==> src/yrd_pkg.sv <==
// Types, constants and helpers shared by the YUV to RGB downscaler.
`default_nettype none

package yrd_pkg;

  // Geometry
  localparam int unsigned MAX_DIM   = 4096;
  localparam int unsigned DIM_W     = $clog2(MAX_DIM + 1);
  localparam int unsigned POS_W     = $clog2(MAX_DIM);
  localparam int unsigned COORD_W   = 12;
  localparam int unsigned STEP_W    = 29;
  localparam int unsigned FRAC_W    = 16;
  localparam int unsigned TGT_INT_W = STEP_W - FRAC_W;
  localparam int unsigned CMP_W     = (POS_W > TGT_INT_W) ? POS_W : TGT_INT_W;
  localparam logic [STEP_W-1:0] ONE_Q16 = STEP_W'(65536);

  // Configuration port
  localparam int unsigned IDX_W = 3;
  localparam int unsigned CFG_W = STEP_W;
  localparam logic [IDX_W-1:0] REG_SRC_WIDTH  = 3'd0;
  localparam logic [IDX_W-1:0] REG_SRC_HEIGHT = 3'd1;
  localparam logic [IDX_W-1:0] REG_DST_WIDTH  = 3'd2;
  localparam logic [IDX_W-1:0] REG_DST_HEIGHT = 3'd3;
  localparam logic [IDX_W-1:0] REG_X_STEP     = 3'd4;
  localparam logic [IDX_W-1:0] REG_Y_STEP     = 3'd5;

  localparam int unsigned REG_DIM_W = 13;
  localparam logic [REG_DIM_W-1:0] RST_SRC_WIDTH  = 13'd640;
  localparam logic [REG_DIM_W-1:0] RST_SRC_HEIGHT = 13'd480;
  localparam logic [REG_DIM_W-1:0] RST_DST_WIDTH  = 13'd640;
  localparam logic [REG_DIM_W-1:0] RST_DST_HEIGHT = 13'd480;

  // Q13 color coefficients
  localparam int unsigned Q_SHIFT = 13;
  localparam logic signed [15:0] COEF_RV = 16'sd11277;
  localparam logic signed [15:0] COEF_GU = 16'sd2765;
  localparam logic signed [15:0] COEF_GV = 16'sd5726;
  localparam logic signed [15:0] COEF_BU = 16'sd14216;
  localparam logic signed [8:0]  CHROMA_OFS = 9'sd128;
  localparam logic signed [11:0] PIX_MAX = 12'sd255;

  typedef struct packed {
    logic [7:0] luma;
    logic [7:0] chroma_blue;
    logic [7:0] chroma_red;
  } pix_in_t;

  typedef struct packed {
    logic [7:0]         red;
    logic [7:0]         green;
    logic [7:0]         blue;
    logic [COORD_W-1:0] dest_x;
    logic [COORD_W-1:0] dest_y;
    logic               frame_done;
  } pix_out_t;

  typedef struct packed {
    logic [7:0] red;
    logic [7:0] green;
    logic [7:0] blue;
  } rgb_t;

  // Effective (clamped) configuration
  typedef struct packed {
    logic [DIM_W-1:0]  src_width;
    logic [DIM_W-1:0]  src_height;
    logic [DIM_W-1:0]  dst_width;
    logic [DIM_W-1:0]  dst_height;
    logic [STEP_W-1:0] x_step;
    logic [STEP_W-1:0] y_step;
  } cfg_t;

  // Destination position tag of a selected pixel
  typedef struct packed {
    logic [COORD_W-1:0] dest_x;
    logic [COORD_W-1:0] dest_y;
    logic               frame_done;
  } pos_t;

  // Clamp a signed component to 0..255
  function automatic logic [7:0] clamp8(input logic signed [11:0] v);
    logic [7:0] res;
    if (v < 0) begin
      res = 8'd0;
    end else if (v > PIX_MAX) begin
      res = 8'd255;
    end else begin
      res = v[7:0];
    end
    return res;
  endfunction

endpackage

`default_nettype wire

==> src/yuv420_to_rgb_downscaler_top.sv <==
// Top level of the YUV 4:2:0 to RGB converter with nearest-neighbor downscale.
//
// Input channel: one source pixel word per accepted cycle (in_valid_i high,
// in_stall_o low), in raster order, luma plus the chroma pair of its 2x2 block.
// Output channel: one RGB word per selected pixel, tagged with destination
// column, row and a frame_done mark on the last destination pixel.
// Pixels that the scaler skips produce no output word.
// A selected pixel passes the selection register, then conversion into the
// output register, before it appears on out_valid_o.
// Throughput: one source pixel per cycle while in_stall_o is low, set by the
// counter update loop that decides each pixel in the cycle it is accepted.
// Out_stall_i holds the output word; the selection register still takes words
// until a selected one lands, then in_stall_o rises until the output drains.
// Reset clears the raster counters and both pipeline stages and loads the
// default sizes (640x480 to 640x480, unit steps). Registers must be written
// through cfg_we_i only while the block is idle; nothing enforces it.
`default_nettype none

module yuv420_to_rgb_downscaler_top (
  input  logic                      clk_i,
  input  logic                      rst_ni,
  input  logic                      in_valid_i,
  output logic                      in_stall_o,
  input  yrd_pkg::pix_in_t          in_data_i,
  output logic                      out_valid_o,
  input  logic                      out_stall_i,
  output yrd_pkg::pix_out_t         out_data_o,
  input  logic                      cfg_we_i,
  input  logic [yrd_pkg::IDX_W-1:0] cfg_index_i,
  input  logic [yrd_pkg::CFG_W-1:0] cfg_data_i
);
  import yrd_pkg::*;

  cfg_t     cfg;
  pos_t     scan_pos;
  logic     scan_hit;
  rgb_t     rgb;
  logic     out_ready, s1_ready, in_acc;
  logic     s1_valid_q, out_valid_q;
  pix_in_t  s1_pix_q;
  pos_t     s1_pos_q;
  pix_out_t out_data_q;

  yrd_cfg u_cfg (
    .clk_i       (clk_i),
    .rst_ni      (rst_ni),
    .cfg_we_i    (cfg_we_i),
    .cfg_index_i (cfg_index_i),
    .cfg_data_i  (cfg_data_i),
    .cfg_o       (cfg)
  );

  yrd_scan u_scan (
    .clk_i  (clk_i),
    .rst_ni (rst_ni),
    .adv_i  (in_acc),
    .cfg_i  (cfg),
    .hit_o  (scan_hit),
    .pos_o  (scan_pos)
  );

  yrd_csc u_csc (
    .pix_i (s1_pix_q),
    .rgb_o (rgb)
  );

  // Handshake
  assign out_ready  = !out_valid_q || !out_stall_i;
  assign s1_ready   = !s1_valid_q || out_ready;
  assign in_stall_o = !s1_ready;
  assign in_acc     = in_valid_i && s1_ready;

  // Stage valids
  always_ff @(posedge clk_i or negedge rst_ni) begin
    if (!rst_ni) begin
      s1_valid_q  <= 1'b0;
      out_valid_q <= 1'b0;
    end else begin
      if (s1_ready) begin
        s1_valid_q <= in_acc && scan_hit;
      end
      if (out_ready) begin
        out_valid_q <= s1_valid_q;
      end
    end
  end

  // Stage payloads
  always_ff @(posedge clk_i) begin
    if (in_acc) begin
      s1_pix_q <= in_data_i;
      s1_pos_q <= scan_pos;
    end
    if (out_ready && s1_valid_q) begin
      out_data_q.red        <= rgb.red;
      out_data_q.green      <= rgb.green;
      out_data_q.blue       <= rgb.blue;
      out_data_q.dest_x     <= s1_pos_q.dest_x;
      out_data_q.dest_y     <= s1_pos_q.dest_y;
      out_data_q.frame_done <= s1_pos_q.frame_done;
    end
  end

  assign out_valid_o = out_valid_q;
  assign out_data_o  = out_data_q;

endmodule

`default_nettype wire

==> src/yrd_cfg.sv <==
// Configuration register file with clamping of sizes and steps.
`default_nettype none

module yrd_cfg (
  input  logic                      clk_i,
  input  logic                      rst_ni,
  input  logic                      cfg_we_i,
  input  logic [yrd_pkg::IDX_W-1:0] cfg_index_i,
  input  logic [yrd_pkg::CFG_W-1:0] cfg_data_i,
  output yrd_pkg::cfg_t             cfg_o
);
  import yrd_pkg::*;

  logic [REG_DIM_W-1:0] src_width_q, src_height_q, dst_width_q, dst_height_q;
  logic [STEP_W-1:0]    x_step_q, y_step_q;

  // Size used as 1..MAX_DIM
  function automatic logic [DIM_W-1:0] clamp_dim(input logic [REG_DIM_W-1:0] v);
    logic [DIM_W-1:0] res;
    if (v == '0) begin
      res = DIM_W'(1);
    end else if (32'(v) > MAX_DIM) begin
      res = DIM_W'(MAX_DIM);
    end else begin
      res = DIM_W'(v);
    end
    return res;
  endfunction

  // Step below one is taken as one
  function automatic logic [STEP_W-1:0] eff_step(input logic [STEP_W-1:0] v);
    return (v < ONE_Q16) ? ONE_Q16 : v;
  endfunction

  // Register writes
  always_ff @(posedge clk_i or negedge rst_ni) begin
    if (!rst_ni) begin
      src_width_q  <= RST_SRC_WIDTH;
      src_height_q <= RST_SRC_HEIGHT;
      dst_width_q  <= RST_DST_WIDTH;
      dst_height_q <= RST_DST_HEIGHT;
      x_step_q     <= ONE_Q16;
      y_step_q     <= ONE_Q16;
    end else if (cfg_we_i) begin
      case (cfg_index_i)
        REG_SRC_WIDTH:  src_width_q  <= cfg_data_i[REG_DIM_W-1:0];
        REG_SRC_HEIGHT: src_height_q <= cfg_data_i[REG_DIM_W-1:0];
        REG_DST_WIDTH:  dst_width_q  <= cfg_data_i[REG_DIM_W-1:0];
        REG_DST_HEIGHT: dst_height_q <= cfg_data_i[REG_DIM_W-1:0];
        REG_X_STEP:     x_step_q     <= cfg_data_i[STEP_W-1:0];
        REG_Y_STEP:     y_step_q     <= cfg_data_i[STEP_W-1:0];
        default: ;
      endcase
    end
  end

  // Effective values
  always_comb begin
    cfg_o.src_width  = clamp_dim(src_width_q);
    cfg_o.src_height = clamp_dim(src_height_q);
    cfg_o.dst_width  = clamp_dim(dst_width_q);
    cfg_o.dst_height = clamp_dim(dst_height_q);
    cfg_o.x_step     = eff_step(x_step_q);
    cfg_o.y_step     = eff_step(y_step_q);
  end

endmodule

`default_nettype wire

==> src/yrd_scan.sv <==
// Raster position counters and nearest-neighbor pixel selection.
`default_nettype none

module yrd_scan (
  input  logic          clk_i,
  input  logic          rst_ni,
  input  logic          adv_i,
  input  yrd_pkg::cfg_t cfg_i,
  output logic          hit_o,
  output yrd_pkg::pos_t pos_o
);
  import yrd_pkg::*;

  logic [POS_W-1:0]  src_col_q, src_col_d, src_row_q, src_row_d;
  logic [DIM_W-1:0]  dst_col_q, dst_col_d, dst_row_q, dst_row_d;
  logic [STEP_W-1:0] col_tgt_q, col_tgt_d, row_tgt_q, row_tgt_d;
  logic              row_hit, col_hit, row_end, frame_end;
  logic [DIM_W-1:0]  col_inc, row_inc;

  // Target plus step, saturating at all ones
  function automatic logic [STEP_W-1:0] sat_add(input logic [STEP_W-1:0] a,
                                                input logic [STEP_W-1:0] b);
    logic [STEP_W:0] sum;
    sum = {1'b0, a} + {1'b0, b};
    return sum[STEP_W] ? {STEP_W{1'b1}} : sum[STEP_W-1:0];
  endfunction

  // Selection against the integer part of the targets
  always_comb begin
    row_hit = (dst_row_q < cfg_i.dst_height) &&
              (CMP_W'(src_row_q) == CMP_W'(row_tgt_q[STEP_W-1:FRAC_W]));
    col_hit = (dst_col_q < cfg_i.dst_width) &&
              (CMP_W'(src_col_q) == CMP_W'(col_tgt_q[STEP_W-1:FRAC_W]));
    col_inc = dst_col_q + DIM_W'(1);
    row_inc = dst_row_q + DIM_W'(1);
    row_end   = (DIM_W'(src_col_q) + DIM_W'(1)) >= cfg_i.src_width;
    frame_end = (DIM_W'(src_row_q) + DIM_W'(1)) >= cfg_i.src_height;
  end

  assign hit_o            = row_hit && col_hit;
  assign pos_o.dest_x     = COORD_W'(dst_col_q);
  assign pos_o.dest_y     = COORD_W'(dst_row_q);
  assign pos_o.frame_done = (col_inc == cfg_i.dst_width) && (row_inc == cfg_i.dst_height);

  // Next position
  always_comb begin
    src_col_d = src_col_q;
    src_row_d = src_row_q;
    dst_col_d = dst_col_q;
    dst_row_d = dst_row_q;
    col_tgt_d = col_tgt_q;
    row_tgt_d = row_tgt_q;
    if (adv_i) begin
      if (col_hit) begin
        dst_col_d = col_inc;
        col_tgt_d = sat_add(col_tgt_q, cfg_i.x_step);
      end
      if (row_end) begin
        src_col_d = '0;
        dst_col_d = '0;
        col_tgt_d = '0;
        if (row_hit) begin
          dst_row_d = row_inc;
          row_tgt_d = sat_add(row_tgt_q, cfg_i.y_step);
        end
        if (frame_end) begin
          src_row_d = '0;
          dst_row_d = '0;
          row_tgt_d = '0;
        end else begin
          src_row_d = src_row_q + POS_W'(1);
        end
      end else begin
        src_col_d = src_col_q + POS_W'(1);
      end
    end
  end

  always_ff @(posedge clk_i or negedge rst_ni) begin
    if (!rst_ni) begin
      src_col_q <= '0;
      src_row_q <= '0;
      dst_col_q <= '0;
      dst_row_q <= '0;
      col_tgt_q <= '0;
      row_tgt_q <= '0;
    end else begin
      src_col_q <= src_col_d;
      src_row_q <= src_row_d;
      dst_col_q <= dst_col_d;
      dst_row_q <= dst_row_d;
      col_tgt_q <= col_tgt_d;
      row_tgt_q <= row_tgt_d;
    end
  end

endmodule

`default_nettype wire

==> src/yrd_csc.sv <==
// YUV to RGB color conversion with Q13 constant coefficients.
`default_nettype none

module yrd_csc (
  input  yrd_pkg::pix_in_t pix_i,
  output yrd_pkg::rgb_t    rgb_o
);
  import yrd_pkg::*;

  logic signed [8:0]  u, v;
  logic signed [23:0] r_prod, g_prod, b_prod;
  logic signed [11:0] y_ext, r_val, g_val, b_val;

  // Remove chroma offset
  assign u = $signed({1'b0, pix_i.chroma_blue}) - CHROMA_OFS;
  assign v = $signed({1'b0, pix_i.chroma_red}) - CHROMA_OFS;

  // Constant products
  assign r_prod = COEF_RV * v;
  assign g_prod = COEF_GU * u + COEF_GV * v;
  assign b_prod = COEF_BU * u;

  // Floor by arithmetic shift, then add luma
  assign y_ext = $signed({4'b0000, pix_i.luma});
  assign r_val = y_ext + 12'(r_prod >>> Q_SHIFT);
  assign g_val = y_ext - 12'(g_prod >>> Q_SHIFT);
  assign b_val = y_ext + 12'(b_prod >>> Q_SHIFT);

  assign rgb_o.red   = clamp8(r_val);
  assign rgb_o.green = clamp8(g_val);
  assign rgb_o.blue  = clamp8(b_val);

endmodule

`default_nettype wire

==> config.mk <==
export PLATFORM = sky130hd
export DESIGN_NAME = yuv420_to_rgb_downscaler_top
export DESIGN_NICKNAME = d
export VERILOG_FILES = /design/src/yrd_pkg.sv /design/src/yuv420_to_rgb_downscaler_top.sv /design/src/yrd_cfg.sv /design/src/yrd_scan.sv /design/src/yrd_csc.sv
export SDC_FILE = /design/constraint.sdc
export NUM_CORES = 1
export LEC_CHECK = 0
export BUFFER_PORTS_ARGS = -buffer_cell sky130_fd_sc_hd__buf_2
export CAP_MARGIN = 20
export CORE_MARGIN = 5
export CORE_UTILIZATION = 30
export CTS_BUF_LIST = sky130_fd_sc_hd__clkbuf_8
export CTS_CLUSTER_DIAMETER = 30
export CTS_CLUSTER_SIZE = 28
export DETAILED_ROUTE_END_ITERATION = 12
export PLACE_DENSITY = 0.57
export RECOVER_POWER = 100
export SYNTH_ARGS = -nofsm -noshare
export SYNTH_HDL_FRONTEND = slang
export SYNTH_SLANG_ARGS = --single-unit
==> constraint.sdc <==
create_clock -name clk_i -period 26.3 [get_ports clk_i]
set_input_delay 0 -clock clk_i [delete_from_list [all_inputs] [get_ports clk_i]]
set_output_delay 0 -clock clk_i [all_outputs]
set_load 0.005 [all_outputs]
# [Word-level counts from Yosys, hierarchy flattened]
# Cells that the tools add are included.
[op_classes] add_sub_neg=14 n_mux=25 div_mod_pow=0 multipliers=4 n_eq_ne=9 magnitude_cmp=16 n_bitwise=0 n_shift=0 reduce_logical=29
[ops] op="$mux 29" count=8
[ops] op="$mux 13" count=12
[ops] op="$add 29x29->30" count=2
[ops] op="$lt 29x17->1 const B" count=2
[ops] op="$gt 13x13->1 const B" count=4
[ops] op="$logic_not 13->1" count=4
[ops] op="$mul 13x9->22 const A" count=2
[ops] op="$gt 12x9->1 const B" count=3
[ops] op="$lt 12x1->1 const B" count=3
[ops] op="$add 12x1->13 const B" count=2
[ops] op="$add 13x1->13 const B" count=2
[ops] op="$eq 12x13->1" count=2
[ops] op="$eq 13x13->1" count=2
[ops] op="$ge 13x13->1" count=2
[ops] op="$lt 13x13->1" count=2
[ops] op="$add 12x1->12 const B" count=2
[ops] op="$add 22x23->24" count=1
[ops] op="$add 9x11->12" count=2
[ops] op="$mul 15x9->24 const A" count=1
[ops] op="$mux 12" count=2
[ops] op="$mux 8" count=3
[ops] op="$mul 12x9->21 const A" count=1
[ops] op="$sub 8x8->9 const B" count=2
[ops] op="$reduce_and 2->1" count=8
[ops] op="10 further kinds" count=23
[totals] register_bits=318 ramBits=0 latch_bits=0 romBits=0 word_cells=123 mem_count=0

# [Logic depth before layout (Yosys ltp)]
[logic_depth] word_depth=7 depth_mapped=41 ltp_nobuf=40

# [By module]
# From an unflattened synthesis, not the netlist that was laid out.
[unflattened] cells_unflattened=2704 hier_area_um2=26817.0
[by_module_without_submodules] module="yrd_scan" area_per_inst_um2=10279.9 seq_area_each_um2=2702.6 cells_each=1255 instances=1
[by_module_without_submodules] module="yrd_csc" area_per_inst_um2=8245.4 seq_area_each_um2=0.0 cells_each=928 instances=1
[by_module_without_submodules] module="yrd_cfg" area_per_inst_um2=5255.0 seq_area_each_um2=2770.2 cells_each=414 instances=1
[by_module_without_submodules] module="yuv420_to_rgb_downscaler_top" area_per_inst_um2=3036.7 seq_area_each_um2=2992.9 cells_each=107 instances=1

# [Worst setup path before layout]
# Ideal clock, no wire load.
[synth_timing] path_type="register -> register" from="reg s1_pix_q[7] (netlist bit)" to="reg out_data_q (netlist bit out_data_o[36]) (data pin)" period_less_slack_ns=8.922 required_ns=26.026 n_path_buf=1 path_stages_with_launch=38 path_slack_ns=17.378 setup_ns=0.274 arrival_time_ns=8.648 path_cell_list="edfxtp_1 > inv_1 > ha_1 > inv_1 > ha_1 > inv_1 > fa_1 > inv_1 > fa_1 > ha_1 > ha_1 > a21oi_1 > o21ai_0 > a2111oi_0 > nor2_1 > xor2_1 > ha_1 > fa_1 > [2 not listed] > inv_1 > ha_1 > a21o_1 > a21oi_1 > and2_1 > a21oi_1 > o21a_1 > o21a_1 > or2_2 > ha_1 > nor3_1 > nor2_1 > o41ai_1 > clkbuf_1 > inv_1 > or2_2 > o21ai_0 > a22oi_1"
[synth_between] elab_chain_cells=6 word_cells_on_any_way=7 classes_between="3 x add/sub; 1 x mul; 2 x order compare; 1 x mux"
[synth_rtl] item="from (decl)" line_no="yuv420_to_rgb_downscaler_top.sv:40" text="pix_in_t s1_pix_q;"
[synth_rtl] item="from (signal assigned)" line_no="yuv420_to_rgb_downscaler_top.sv:91" text="s1_pix_q <= in_data_i;"
[synth_rtl] item="$sub 8x8->9 *" line_no="yrd_csc.sv:16" text="assign v = $signed({1'b0, pix_i.chroma_red}) - CHROMA_OFS;"
[synth_rtl] item="$mul 13x9->22 *" line_no="yrd_csc.sv:20" text="assign g_prod = COEF_GU * u + COEF_GV * v;"
[synth_rtl] item="$add 22x23->24 *" line_no="yrd_csc.sv:20"
[synth_rtl] item="$sub 9x11->12 *" line_no="yrd_csc.sv:26" text="assign g_val = y_ext - 12'(g_prod >>> Q_SHIFT);"
[synth_rtl] item="$gt 12x9->1" line_no="yrd_pkg.sv:85" text="end else if (v > PIX_MAX) begin"
[synth_rtl] item="$mux 8" line_no="yrd_pkg.sv:85"
[synth_rtl] item="to (decl)" line_no="yuv420_to_rgb_downscaler_top.sv:42" text="pix_out_t out_data_q;"
# Mark *: on every way between the ends. The rest lies on a longest branch, timed or not.
# A chain may end at the register's enable or synchronous reset.

# [Worst setup path in the final report]
[layout_timing] from="reg s1_pix_q[7] (netlist bit)" to="reg out_data_q (netlist bit out_data_o[38]) (data pin)"
# Same word-level chain as after synthesis.

==> summary.md <==
| Metric | Value |
|---|---|
| Post-Synthesis Net Count | `between 3000 and 4000` |
| Root Buffer | `clkbuf_8` |
| HP Start | `in_data_i[8]` |
| Final setup viols | `0` |
| Gate Count Post-Synth | `approximately 2600` |
| Post-CTS setup buffer count | `0` |
| Slew Limit Fails | `394` |
| Gp weighted congestion | `approximately 0.84` |
| Die area | `between 90000 and 100000 µm²` |
| Ranking of synthesized cells by area | `dfrtp_1 (20%), ha_1 (18%), edfxtp_1 (11%)` |
| Failing checks | `max-capacitance violations, max-slew violations` |
| Reg area | `between 8000 and 9000 µm²` |
| Avg Inst Size Synth | `9.88 µm²` |
| Post-Synth Adder-Cell Area | `roughly a quarter` |
| Detailed Route Iter0 Violations | `899` |
| Vias per Instance | `~4.8` |
| RSZ-0062 raised after global routing | `false` |
| Post-synth top area share | `19.9%` |
| Count of cell types in the netlist | `89` |
| Antenna violations before repair | `4` |
| Die width | `between 300 and 400 µm` |
| Sw frac | `46.3%` |
| Reg2Reg Depth | `37` |
| Antenna viol nets, final | `0` |
| Main synth FF type | `dfrtp_1` |
| Max-Cap Viols | `9` |
| Placed wire-length estimate | `between 50000 and 60000 µm` |
| Fmax | `between 0.09 and 0.1 GHz` |
| Largest net degree at the start of global routing | `a little under 80` |
| Logic pwr share | `between 60% and 70%` |
| Yosys reg bits | `around 320` |
| Critical Path Fanout Max | `11` |
| Setup TNS | `0 ns` |
| Yosys warning total | `0` |
| Critical Path AT | `10.50 ns` |
| Slew HR | `-203%` |
| Post-synthesis xor/xnor area fraction | `roughly 6.2%` |
| Post-synthesis sequential area ratio | `32.6%` |
| Vias in the first global route | `about 20000` |
| Final min period | `just over 10 ns` |
| Drt total wl | `approximately 68000 µm` |
| DRC violations left | `0` |
| Share of cells above drive strength 1 | `roughly 14%` |
| Post-synthesis compound-gate area fraction | `between 10 and 15%` |
| LEAKAGE | `13.9 nW` |
| Fin cells | `roughly 4100` |
| Final hold vios | `0` |
| Core area | `around 86000 µm²` |
| Largest family of logic cells by synthesized area | `adder cells` |
| Hold WS | `approximately 0.072 ns` |
| Clk_skew | `~0.033 ns` |
| Sequential share of power | `between 15 and 20%` |
| Post-Synth Simple-Gate Area | `a little over an eighth` |
| Switching power | `roughly 1.9 mW` |
| Port bufs | `111` |
| Startpoint Class | `register` |
| Area leader, netlist | `dfrtp_1` |
| Multi-input gate area in the final layout | `around 16000 µm²` |
| CTS Buffer Depth | `3` |
| Clk pin slew, worst setup/hold paths | `~0.04 ns` |
| Placed insts | `~3800` |
| Clock latency on the worst-skew pair | `0.69 ns` |
| VDD IR max | `roughly 250 µV` |
| First-pass GRT wire length | `109000 µm` |
| Top-count cell post-synth | `ha_1` |
| GR Overflow Total | `0` |
| Number of flops mapped to enable cells by yosys | `a little under 100` |
| Tightest Pin Transition | `4.55 ns` |
| Hold EP | `s1_pix_q[8]` |
| Mux cell area share after synthesis | `just under 5%` |
| Vias | `~20000` |
| Final Worst Setup Slack | `16.18 ns` |
| Initial Util | `between 30% and 40%` |
| GRT Total Usage | `14.5%` |
| Clk pwr share | `about 18%` |
| Hold depth | `2` |
| Post-CTS Hold Fix Bufs | `91` |
| Hold WC Path Type | `input pin to register` |
| Row count | `107` |
| Post-cts resize count | `0` |
| WS Path Type | `register to register` |
| TritonCTS clock tree | `done` |
| CP endpoint kind | `register` |
| Ports | `112` |
| Flop2flop setup slack | `16.18 ns` |
| Crit-path max cell delay | `approximately 0.73 ns` |
| Fillers | `8642` |
| FF-to-FF Start | `s1_pix_q[7]` |
| Final period utilization | `approximately 38%` |
| Wire length per cell | `between 15 and 20 µm` |
| Die Y | `304 µm` |
| Worst EP required | `between 20 and 30 ns` |
| Final net count | `approximately 3400` |
| Critical path's slowest cell | `edfxtp_1` |
| Initial DRT Pass Iterations | `5` |
| H-tree depth | `3` |
| Outcome | `complete, but fails checks` |
| Pwr Density | `135 nW/µm²` |
| Synth async-reset ratio | `69.2%` |
| Synthesis-to-finish area growth | `17.6%` |
| CTS buffer count | `85` |
| Pre-CTS setup slack | `approximately 16 ns` |
| Clock sinks | `roughly 320` |
| Synthesized area | `between 20000 and 30000 µm²` |
| Post-synth top cells | `ha_1 (363), inv_1 (245), dfrtp_1 (206)` |
| Cell Int Power | `~2.2 mW` |
| Reg-to-reg critical path endpoint | `out_data_o[38]` |
[kinds of logic after synthesis]
kind of cell	count (synthesis)
and+or+nand+nor	698
AOI/OAI and AO/OA	523
adders and majority gates	464
buffers and inverters	328
DFF	318
xor gates and xnor gates	184
muxes	111
[layout make-up]
cell class,instances,share of cell area [%]
multi-input cells,1980,53.1
flip-flops and latches,318,27.7
repair buffers,217,4.86
well taps,1144,4.69
clock buffers,88,3.97
inverters,245,3.02
clock inverters,71,2.63
diodes,2,0.0164
[critical path, delay by kind of cell, from the launching register on]
kind | cells | cell delay, ns
AO/OA/AOI/OAI | 11 | 2.26
buffers and inverters | 8 | 1.08
XOR/XNOR | 1 | 0.18
adder cells (fa/ha/maj) | 11 | 4.31
flip-flops | 1 | 0.73
AND/OR/NAND/NOR | 6 | 1.27
[power by group through the flow]
stage | clock network [mW] | logic (mW) | registers [mW]
CTS | 0.773 | 2.66 | 0.729
global placement | 0 | 2.58 | 0.735
detailed placement | 0 | 2.62 | 0.737
floorplan | 0 | 2.09 | 0.695
finish | 0.749 | 2.63 | 0.728
global route | 0.799 | 3.01 | 0.742
[sequential cells by signal, summed over array words and instances, names as in the netlist, 24 cells and up]
signal and cells:
u_scan.row_tgt_q 29, out_data_o 49, u_cfg.x_step_q 29, u_scan.col_tgt_q 29, s1_pos_q 25, s1_pix_q 24, u_cfg.y_step_q 29
[cell usage in the layout, fill, tap and decap left out, drive strengths merged, types with 15 or more instances in the layout]
cell	synthesis	routed
a211oi	27	27
a21o	38	38
a21oi	111	111
a31oi	17	17
and2	47	47
and3	31	31
buf	19	78
clkbuf	64	137
clkinv	0	24
clkinvlp	0	20
dfrtp	206	206
dlygate4sd3	0	90
edfxtp	98	98
fa	101	101
ha	363	363
inv	245	261
mux2	108	108
nand2	204	204
nand2b	33	33
nand3	46	46
nand4	21	21
nor2	169	169
nor2b	18	18
nor3	44	44
nor4	20	20
o211ai	15	15
o21a	19	19
o21ai	188	188
or2	22	22
xnor2	125	125
xor2	59	59
[per-stage QoR]
stage          power (mW)  utilization (%)  cell area (µm²)
5_1_grt              4.55             35.7            30500
3_3_place_gp         3.32             32.4            27800
2_1_floorplan        2.79                -            25900
6_report             4.11             35.7            30500
4_1_cts              4.16             35.9            30700
3_5_place_dp         3.36             32.4            27800
[worst max-delay path by stage]
stage / slack [ns] / from / endpoint
floorplan: 17.38 / s1_pix_q[7] / out_data_o[36]
global placement: 16.55 / s1_pix_q[7] / out_data_o[34]
detailed placement: 16.44 / s1_pix_q[7] / out_data_o[33]
CTS: 16.39 / s1_pix_q[7] / out_data_o[33]
global route: 15.59 / s1_pix_q[7] / out_data_o[38]
finish: 16.18 / s1_pix_q[7] / out_data_o[38]
[layer usage]
layer / global-route usage, % / share of wire (%)
met1: 19.0 / 45
met2: 24.5 / 48
met3: 2.82 / 4.3
met4: 4.16 / 2.6
met5: 0 / 0
No activity file was read; power rests on OpenSTA's default activity.
